===== config.mk =====
export PLATFORM = sky130hd
export DESIGN_NAME = bfiq_ctrl
export DESIGN_NICKNAME = d
export VERILOG_FILES = /design/src/rtl/bfiq_pkg.sv /design/src/rtl/bfiq_ctrl.sv
export SDC_FILE = /design/constraint.sdc
export NUM_CORES = 1
export LEC_CHECK = 0
export BUFFER_PORTS_ARGS = -buffer_cell sky130_fd_sc_hd__buf_4
export CAP_MARGIN = 25
export CORE_MARGIN = 3
export CORE_UTILIZATION = 33
export CTS_CLUSTER_DIAMETER = 50
export CTS_CLUSTER_SIZE = 10
export DETAILED_ROUTE_END_ITERATION = 10
export GPL_ROUTABILITY_DRIVEN = 0
export SYNTH_ARGS = -nofsm -noshare
export SYNTH_HDL_FRONTEND = slang
export SYNTH_SLANG_ARGS = --single-unit

===== constraint.sdc =====
create_clock -name i_clk -period 4.35 [get_ports i_clk]
set_input_delay 0.435 -clock i_clk [delete_from_list [all_inputs] [get_ports i_clk]]
set_output_delay 0.435 -clock i_clk [all_outputs]
set_load 0.005 [all_outputs]

===== src/rtl/bfiq_pkg.sv =====
// Shared types and constants for the Bloom filter insert/query core.
// No dependencies; imported by every module of the block.
`default_nettype none

package bfiq_pkg;

    // Field and datapath widths
    localparam int HASH_W  = 32;
    localparam int MODE_W  = 2;
    localparam int IDX_W   = 12;
    localparam int FB_W    = 13;   // filter_bytes register
    localparam int HC_W    = 8;    // hash_count register
    localparam int NBITS_W = 16;   // filter size in bits, at most 8191*8
    localparam int CNT_W   = 17;   // byte counts up to the largest store
    localparam int PROBE_W = 5;
    localparam int STEP_W  = 5;    // one remainder bit per step

    // Hashing constants
    localparam int ROT_RIGHT   = 17;
    localparam int PROBE_LIMIT = 30;
    localparam int MIN_BYTES   = 8;

    // Item kinds
    localparam logic [MODE_W-1:0] MODE_CLEAR  = 2'd0;
    localparam logic [MODE_W-1:0] MODE_INSERT = 2'd1;
    localparam logic [MODE_W-1:0] MODE_QUERY  = 2'd2;
    localparam logic [MODE_W-1:0] MODE_READ   = 2'd3;

    // Configuration register indexes
    localparam int CFG_IDX_W = 1;
    localparam logic [CFG_IDX_W-1:0] CFG_FILTER_BYTES = 1'b0;
    localparam logic [CFG_IDX_W-1:0] CFG_HASH_COUNT   = 1'b1;

    typedef struct packed {
        logic [MODE_W-1:0] mode;
        logic [HASH_W-1:0] key_hash;
        logic [IDX_W-1:0]  byte_index;
    } t_in_item;

    typedef struct packed {
        logic       may_match;
        logic [7:0] data_byte;
    } t_out_item;

    // Controller to datapath strobes
    typedef struct packed {
        logic load;      // latch the item, start remainder of the first probe
        logic clr_step;  // zero one store byte, advance the sweep address
        logic div_step;  // one remainder bit
        logic rd_byte;   // read address comes from byte_index
        logic upd;       // set or test the probed bit, step the hash
        logic cap_byte;  // capture the byte for a read item
        logic push;      // load the output register
    } t_dp_cmd;

    // Datapath to controller status
    typedef struct packed {
        logic [MODE_W-1:0]  mode;
        logic [PROBE_W-1:0] probes;     // min(hash_count, 30)
        logic               over_limit; // hash_count above 30
        logic               bit_set;    // probed bit in the read byte
        logic               clr_last;   // sweep at the last byte
        logic               out_free;   // output register can take a result
    } t_dp_stat;

endpackage

`default_nettype wire


===== src/rtl/bfiq_ctrl.sv =====
// Controller: sequences clearing sweeps, probe loops and byte reads, and
// counts remainder steps and probes. Uses bfiq_pkg.
`default_nettype none

module bfiq_ctrl
    import bfiq_pkg::*;
(
    input  wire logic     i_clk,
    input  wire logic     i_rst_n,
    input  wire logic     i_in_valid,
    output logic          o_in_stall,
    input  wire t_dp_stat i_stat,
    output t_dp_cmd       o_cmd
);

    typedef enum logic [9:0] {
        S_INIT   = 10'b0000000001,
        S_IDLE   = 10'b0000000010,
        S_DECODE = 10'b0000000100,
        S_DIV    = 10'b0000001000,
        S_READ   = 10'b0000010000,
        S_UPDATE = 10'b0000100000,
        S_RDB    = 10'b0001000000,
        S_RDW    = 10'b0010000000,
        S_CLEAR  = 10'b0100000000,
        S_DONE   = 10'b1000000000
    } t_state;

    localparam logic [STEP_W-1:0] StepLast = STEP_W'(HASH_W - 1);

    t_state             r_state, n_state;
    logic [STEP_W-1:0]  r_step, n_step;
    logic [PROBE_W-1:0] r_probe, n_probe;
    logic               probe_last;
    logic               miss;

    assign probe_last = ((r_probe + PROBE_W'(1)) == i_stat.probes);
    assign miss       = (i_stat.mode == MODE_QUERY) && !i_stat.bit_set;

    // Next state and command strobes
    always_comb begin
        n_state = r_state;
        n_step  = r_step;
        n_probe = r_probe;
        o_cmd   = '0;
        unique case (r_state)
            S_INIT: begin
                o_cmd.clr_step = 1'b1;
                if (i_stat.clr_last) n_state = S_IDLE;
            end
            S_IDLE: begin
                if (i_in_valid) begin
                    o_cmd.load = 1'b1;
                    n_state    = S_DECODE;
                end
            end
            S_DECODE: begin
                n_step  = '0;
                n_probe = '0;
                unique case (i_stat.mode)
                    MODE_CLEAR: n_state = S_CLEAR;
                    MODE_INSERT: begin
                        n_state = (i_stat.probes == '0) ? S_DONE : S_DIV;
                    end
                    MODE_QUERY: begin
                        n_state = (i_stat.probes == '0 || i_stat.over_limit) ? S_DONE
                                                                              : S_DIV;
                    end
                    MODE_READ:  n_state = S_RDB;
                    default:    n_state = S_DONE;
                endcase
            end
            S_DIV: begin
                o_cmd.div_step = 1'b1;
                n_step         = r_step + STEP_W'(1);
                if (r_step == StepLast) n_state = S_READ;
            end
            S_READ: begin
                n_state = S_UPDATE;
            end
            S_UPDATE: begin
                o_cmd.upd = 1'b1;
                n_step    = '0;
                n_probe   = r_probe + PROBE_W'(1);
                n_state   = (miss || probe_last) ? S_DONE : S_DIV;
            end
            S_RDB: begin
                o_cmd.rd_byte = 1'b1;
                n_state       = S_RDW;
            end
            S_RDW: begin
                o_cmd.cap_byte = 1'b1;
                n_state        = S_DONE;
            end
            S_CLEAR: begin
                o_cmd.clr_step = 1'b1;
                if (i_stat.clr_last) n_state = S_DONE;
            end
            S_DONE: begin
                if (i_stat.out_free) begin
                    o_cmd.push = 1'b1;
                    n_state    = S_IDLE;
                end
            end
            default: n_state = S_IDLE;
        endcase
    end

    // State and counters
    always_ff @(posedge i_clk) begin
        if (!i_rst_n) begin
            r_state <= S_INIT;
            r_step  <= '0;
            r_probe <= '0;
        end else begin
            r_state <= n_state;
            r_step  <= n_step;
            r_probe <= n_probe;
        end
    end

    assign o_in_stall = (r_state != S_IDLE);

endmodule

`default_nettype wire


# [After elaboration in Yosys (flattened, before gate mapping)]
# Cells that the tools add are included.
[word_totals] register_bits=20 word_cells=58 out_inout_bits=8 input_bits=14
[classes] n_addsub=2 n_reduce_logical=11 muxes=21 eq_ne=21
[ops] operator="10-bit case mux with 10 select lines" n=1
[ops] operator="10-bit 2-to-1 mux" n=8
[ops] operator="10-bit case mux with 4 select lines" n=1
[ops] operator="5-bit case mux with 2 select lines" n=2
[ops] operator="5-bit by 1-bit adder with 5-bit output, second input constant" n=2
[ops] operator="10-bit by 1-bit equality test with 1-bit output, second input constant" n=1
[ops] operator="10-bit equality test, second input constant" n=1
[ops] operator="10-bit by 2-bit equality test with 1-bit output, second input constant" n=1
[ops] operator="10-bit by 3-bit equality test with 1-bit output, second input constant" n=1
[ops] operator="10-bit by 4-bit equality test with 1-bit output, second input constant" n=1
[ops] operator="10-bit by 5-bit equality test with 1-bit output, second input constant" n=1
[ops] operator="10-bit by 6-bit equality test with 1-bit output, second input constant" n=1
[ops] operator="10-bit by 7-bit equality test with 1-bit output, second input constant" n=1
[ops] operator="10-bit by 8-bit equality test with 1-bit output, second input constant" n=1
[ops] operator="10-bit by 9-bit equality test with 1-bit output, second input constant" n=1
[ops] operator="10-bit by 2-bit inequality test with 1-bit output, second input constant" n=1
[ops] operator="2-bit inequality test, second input constant" n=5
[ops] operator="1-bit 2-to-1 mux" n=9
[ops] operator="5-bit equality test" n=1
[ops] operator="5-bit equality test, second input constant" n=1
[ops] operator="5-bit zero test" n=1
[ops] operator="5-bit AND reduction" n=1
[ops] operator="2-bit equality test, second input constant" n=2
[ops] operator="2-bit nonzero test" n=2
[ops] operator="6 further kinds" n=8

# [Depth between registers and ports, before layout]
# Gate-level depths: netlist of run 1.
[depth] word_depth=5 depth_mapped=9 ltp_nobuf=7

# [Worst setup path before layout of run 1]
# OpenSTA, ideal clock, no wires.
[synth_timing] kind="reg2out" start="reg r_state[1]" end="out o_cmd[0] in the netlist's numbering" path_buffers=2 required_time_ps=3915 t_arrival_ps=1495 slack_ps=2420 stages_incl_launch_ff=6 cell_sequence="dfxtp_1 buf_6 or4_4 buf_6 nor4_4 and3_1"
[synth_rtl] element="start, declared" line_no="bfiq_ctrl.sv:31" source="t_state r_state, n_state;"
[synth_rtl] element="start signal, assigned" line_no="bfiq_ctrl.sv:116" source="r_state <= n_state;"
[synth_rtl] element="end, declared" line_no="bfiq_ctrl.sv:13" source="output t_dp_cmd o_cmd"

==> metrics, run 1 <==
result of the run=finished clean; vertical die dimension=between 60 and 70 um; unrepaired setup endpoints after global routing=false; nature of the critical path endpoint=output port; switching fraction of total power=between 20% and 30%; number of distinct library cells after synthesis=51; fraction of power consumed by combinational cells=~11%; worst-case headroom to the max-slew limit=63.0%; endpoints failing setup=0; Post-synth EDFFs=0; deepest clock path buffer count=2; Detailed Routing Iterations Pass 1=4; final antenna-violating net count=0; Reg clk slew, reported paths=0.08 ns; initial detailed-routing violation count=57; vias after detailed routing=around 1,200; share of async-settable or async-resettable flops after synthesis=0%; worst min path class=in2reg; mean instance size in the synthesized netlist=8.45 um2; root cell of the clock tree=clkbuf_8; level count of the clock H-tree=1; overall power consumption=approximately 0.42 mW; setup slack of the worst register-to-register path=approximately 2.4 ns; Worst Path Class, Setup=reg2out; n_diodes=0; clock buffer count from CTS=3; number of standard cells in the final layout excluding fillers=225; number of setup buffers added after CTS=0; Sum Neg Setup Slack=0 ns; worst-path fanout max=5; relative area change from synthesis to final layout=16.2%; Clock Skews=around 0.002 ns; cell with the most instances after synthesis=dfxtp_1; final number of max-transition violations=0; Remaining DRCs=0; syn_nets=around 180; total power density per cell area=270 nW/um2; Synth Flop Type=dfxtp_1; most instantiated cells after synthesis=20 x dfxtp_1, 15 x nor2_1, 9 x nand2_1; flops & latches, synth=20; required arrival time at the worst endpoint=3.91 ns; fin crit period=2.35 ns; max-cap check violation count=0; reported leakage power=0.660 nW; total track usage=between 10% and 20%; number of top-level pins=22; Peak VDD IR=roughly 120 uV; fraction of layout cells with a size suffix above 1=between 20% and 30%; fmax=426 MHz; most area-hungry cell type in the Yosys netlist=dfxtp_1; Die Area=a little under 5000 um2; final routed wirelength across all metal layers=around 2800 um; via-per-instance ratio=about 5.3; standard-cell rows=22; switching power total=0.0908 mW; core region area=3800 um2; post-cts resize count=0; post-route core utilization=around two fifths; clock tree from TritonCTS=yes; placed cell count=around 220; width of the chip=70.0 um; via count of the first global-routing pass=~1,100; Arrival @ worst endpoint=around 1.9 ns; starting density of the core=35.6%; synthesized area=approximately 1400 um2; post-DR wirelength/cell=around 13 um; HPWL after detailed placement=about 2300 um; number of hold-repair buffers added at the cts stage=0; latest clock arrival within the worst-skew pair=0.26 ns; slew at the pin with the worst max-slew slack=about 0.55 ns; leftover overflow at the end of global routing=0; launching element type of the critical path=register; first-pass GRT wire length=~5000 um; number of warnings printed during yosys synthesis=0; Final Cycle Share=around 54%; cells taking the most area after synthesis=dfxtp_1 30%, xor2_1 4.5%, buf_6 4.2%; pin count of the biggest net entering global routing=13; Clock power frac=44.0%; hold violation total from the final report=0; number of antenna violations at the first check in global routing=0; sequential element share of the synthesized area=just under 30%; gate count after technology mapping=160; internal portion of total power=0.333 mW; Net count, final=195; port buffer count=21; Clock Sink Count=20; share of power burned in registers=about 45%; top-area cell type share of the netlist area=between 20 and 30%
==> critical path, stage by stage (launching register included) <==
cell and delay (ns):
dfxtp_1 0.37, or2_2 0.35, or4b_2 0.62, nor3_1 0.17
buf_4 0.14
==> area by class of cell <==
cell class	count	area (um2)
fill	398	2230
multi-input combinational	126	858
sequential	20	400
timing repair buffer	21	158
tap	48	60.1
clock buffer	3	41.3
clock inverter	1	30.0
inverter	6	22.5
==> cells by family after synthesis <==
logic type	after synthesis	share of synthesized area (%)
adders and majority gates	3	2.78
xor gates and xnor gates	12	7.78
muxes	2	1.48
and+or+nand+nor	77	35.2
DFF	20	29.6
AOI/OAI and AO/OA	32	16.3
buffers and inverters	14	6.85
==> sequential cells by signal (all words and copies together) (netlist names) <==
| register | cells |
|---|---|
| r_probe | 5 |
| r_state | 10 |
| r_step | 5 |
==> final timing paths <==
path / startpoint / endpoint / cells past startpoint
worst max-delay path: r_state[5] / o_cmd[1] / 4
worst max register to register: r_state[0] / r_state[5] / 6
worst min-delay path: i_rst_n / r_state[0] / 2
worst min register to register: r_probe[1] / r_probe[1] / 2
==> routing by layer <==
metal / share of wire (%) / wire (um) / vias to the layer above / GRT usage, %
met5: 0 / 0 / - / 0
met4: 1.5 / 42 / 0 / 4.47
met3: 3.3 / 95 / 5 / 2.01
met2: 50 / 1410 / 24 / 20.5
met1: 46 / 1300 / 553 / 14.6
li1: - / - / 611 / -
==> per-stage QoR <==
| stage | setup WS (ns) | hold slack [ns] | instance area (um2) |
|---|---|---|---|
| floorplan | 2.42 | 0.469 | 1350 |
| global placement | 2.34 | 0.481 | 1500 |
| detailed placement | 2.30 | 0.493 | 1500 |
| CTS | 2.00 | 0.419 | 1570 |
| global route | 1.92 | 0.439 | 1570 |
| finish | 2.00 | 0.418 | 1570 |
==> cell usage in the layout, fill, tap and decap left out, types with 3 or more instances in the layout <==
cell,instances
buf_4,21
dfxtp_1,20
nor2_1,15
nand2_1,9
o21ai_0,8
nor3_1,7
xor2_1,7
nor2b_1,6
nand3_1,6
inv_1,5
nand2b_1,5
xnor2_1,5
nor4_1,3
or4_1,3
a211oi_1,3
o21a_1,3
ha_1,3
clkbuf_8,3
==> power by group through the flow <==
| stage | Sequential, mW | Clock, mW | Combinational, mW |
|---|---|---|---|
| global route | 0.190 | 0.199 | 0.0536 |
| detailed placement | 0.194 | 0 | 0.0483 |
| floorplan | 0.191 | 0 | 0.0343 |
| CTS | 0.189 | 0.190 | 0.0485 |
| finish | 0.189 | 0.186 | 0.0478 |
| global placement | 0.193 | 0 | 0.0477 |
Power figures use the tool's default switching activity.
==> inputs of run 2 (changes only) <==
==> constraint.sdc (replaced) <==
create_clock -name i_clk -period 2.3 [get_ports i_clk]
set_input_delay 0.23 -clock i_clk [delete_from_list [all_inputs] [get_ports i_clk]]
set_output_delay 0.23 -clock i_clk [all_outputs]
set_load 0.005 [all_outputs]
==> metrics, run 2 (synthesis results as in run 1) <==
clock buffer count from CTS=3; max-cap check violation count=0; latest clock arrival within the worst-skew pair=around 0.25 ns; hold violation total from the final report=0; worst-path fanout max=8; n_diodes=0; fin crit period=2.12 ns; required arrival time at the worst endpoint=~2.1 ns; final routed wirelength across all metal layers=a little under 3000 um; slew at the pin with the worst max-slew slack=between 0.5 and 0.6 ns; port buffer count=21; deepest clock path buffer count=2; final antenna-violating net count=0; unrepaired setup endpoints after global routing=false; Arrival @ worst endpoint=1.89 ns; worst-case headroom to the max-slew limit=about three fifths; Sum Neg Setup Slack=0 ns; number of top-level pins=22; fraction of layout cells with a size suffix above 1=~23%; number of antenna violations at the first check in global routing=0; vias after detailed routing=around 1,200; result of the run=finished clean; core region area=between 3000 and 4000 um2; final worst-path setup slack=0.178 ns; via-per-instance ratio=about 5.3; width of the chip=70.0 um; relative area change from synthesis to final layout=15.0%; instance area after placement=between 1000 and 1500 um2; pin count of the biggest net entering global routing=13; Net count, final=195; endpoints failing setup=0; dpl ws=~0.36 ns; total power density per cell area=approximately 460 nW/um2; post-cts resize count=0; FILL cells=around 400; HPWL after detailed placement=about 2300 um; Layout Cell Area excl Fill=roughly 1600 um2; via count of the first global-routing pass=approximately 1,100; multi-input logic area=roughly 860 um2; Clock Sink Count=20; leftover overflow at the end of global routing=0; Die Area=4900 um2; level count of the clock H-tree=1; launching element type of the critical path=register; register ranked first by flip-flop count=r_state; starting density of the core=a little over a third; final number of max-transition violations=0; clock tree from TritonCTS=yes; first-pass GRT wire length=5000 um; number of hold-repair buffers added at the cts stage=0; Final Cycle Share=92.3%; reported leakage power=about 0.65 nW; number of setup buffers added after CTS=0; Detailed Routing Iterations Pass 1=4; flip-flop count of the largest register, all copies and words added=10; registers with the most flip-flops=r_state (10), r_probe (5), r_step (5); Worst Path Class, Setup=reg2out; Peak VDD IR=roughly 560 uV; post-DR wirelength/cell=between 10 and 15 um; root cell of the clock tree=clkbuf_8; Remaining DRCs=0; worst min path class=in2reg; Reg clk slew, reported paths=approximately 0.07 ns; initial detailed-routing violation count=45; fmax=roughly 470 MHz; most frequent standard cell in the layout excluding fill and tap cells=buf_4; area of all sequential standard cells=roughly 400 um2; commonest non-fill, non-tap cells in the layout=21 x buf_4, 20 x dfxtp_1, 15 x nor2_1, 9 x nand2_1, 8 x o21ai_0; Clock Skews=around 0.0046 ns; total track usage=12.3%; nature of the critical path endpoint=output port; vertical die dimension=between 60 and 70 um; standard-cell rows=22
==> run 2: worst max-delay path: stages, from the launching register on <==
cell and delay, ns:
dfxtp_1 0.38, or4_4 0.62, nor4_4 0.30, and3_1 0.22, buf_4 0.11
==> run 2: where the power goes <==
part | internal [mW] | leakage [nW] | switching (mW)
sequential | 0.350 | 0.162 | 0.00838
combinational | 0.0470 | 0.462 | 0.0438
clock | 0.152 | 0.0288 | 0.110
==> run 2: layout make-up <==
cell class	instances	area share (%)
Inverter	6	1.45
Sequential cell	20	25.8
Multi-Input combinational cell	126	55.2
Tap cell	48	3.86
Timing Repair Buffer	21	10.1
Clock buffer	4	3.54
==> run 2: final timing paths <==
check	start	to	slack, ns	depth (start not counted)
setup / recovery	r_state[0]	o_cmd[0]	0.18	4
hold reg to reg	r_probe[1]	r_probe[1]	0.50	2
hold / removal	i_stat[10]	r_state[6]	0.23	3
setup reg to reg	r_state[7]	r_step[1]	0.34	4
==> run 2: per-stage QoR <==
stage	power, mW	util (%)	cells	hold WS [ns]
2_1_floorplan	0.426	-	160	0.356
3_3_place_gp	0.457	39.5	221	0.482
3_5_place_dp	0.458	39.5	221	0.492
4_1_cts	0.723	40.9	225	0.227
5_1_grt	0.752	40.9	225	0.233
6_report	0.712	40.9	225	0.231
==> run 2: metal layers <==
metal | part of all wire, % | GRT usage, % | vias to the layer above
li1 | - | - | 607
met1 | 45 | 15.2 | 564
met2 | 51 | 21.8 | 14
met3 | 3.6 | 3.17 | 2
met4 | 0.30 | 1.91 | 0
met5 | 0 | 0 | -
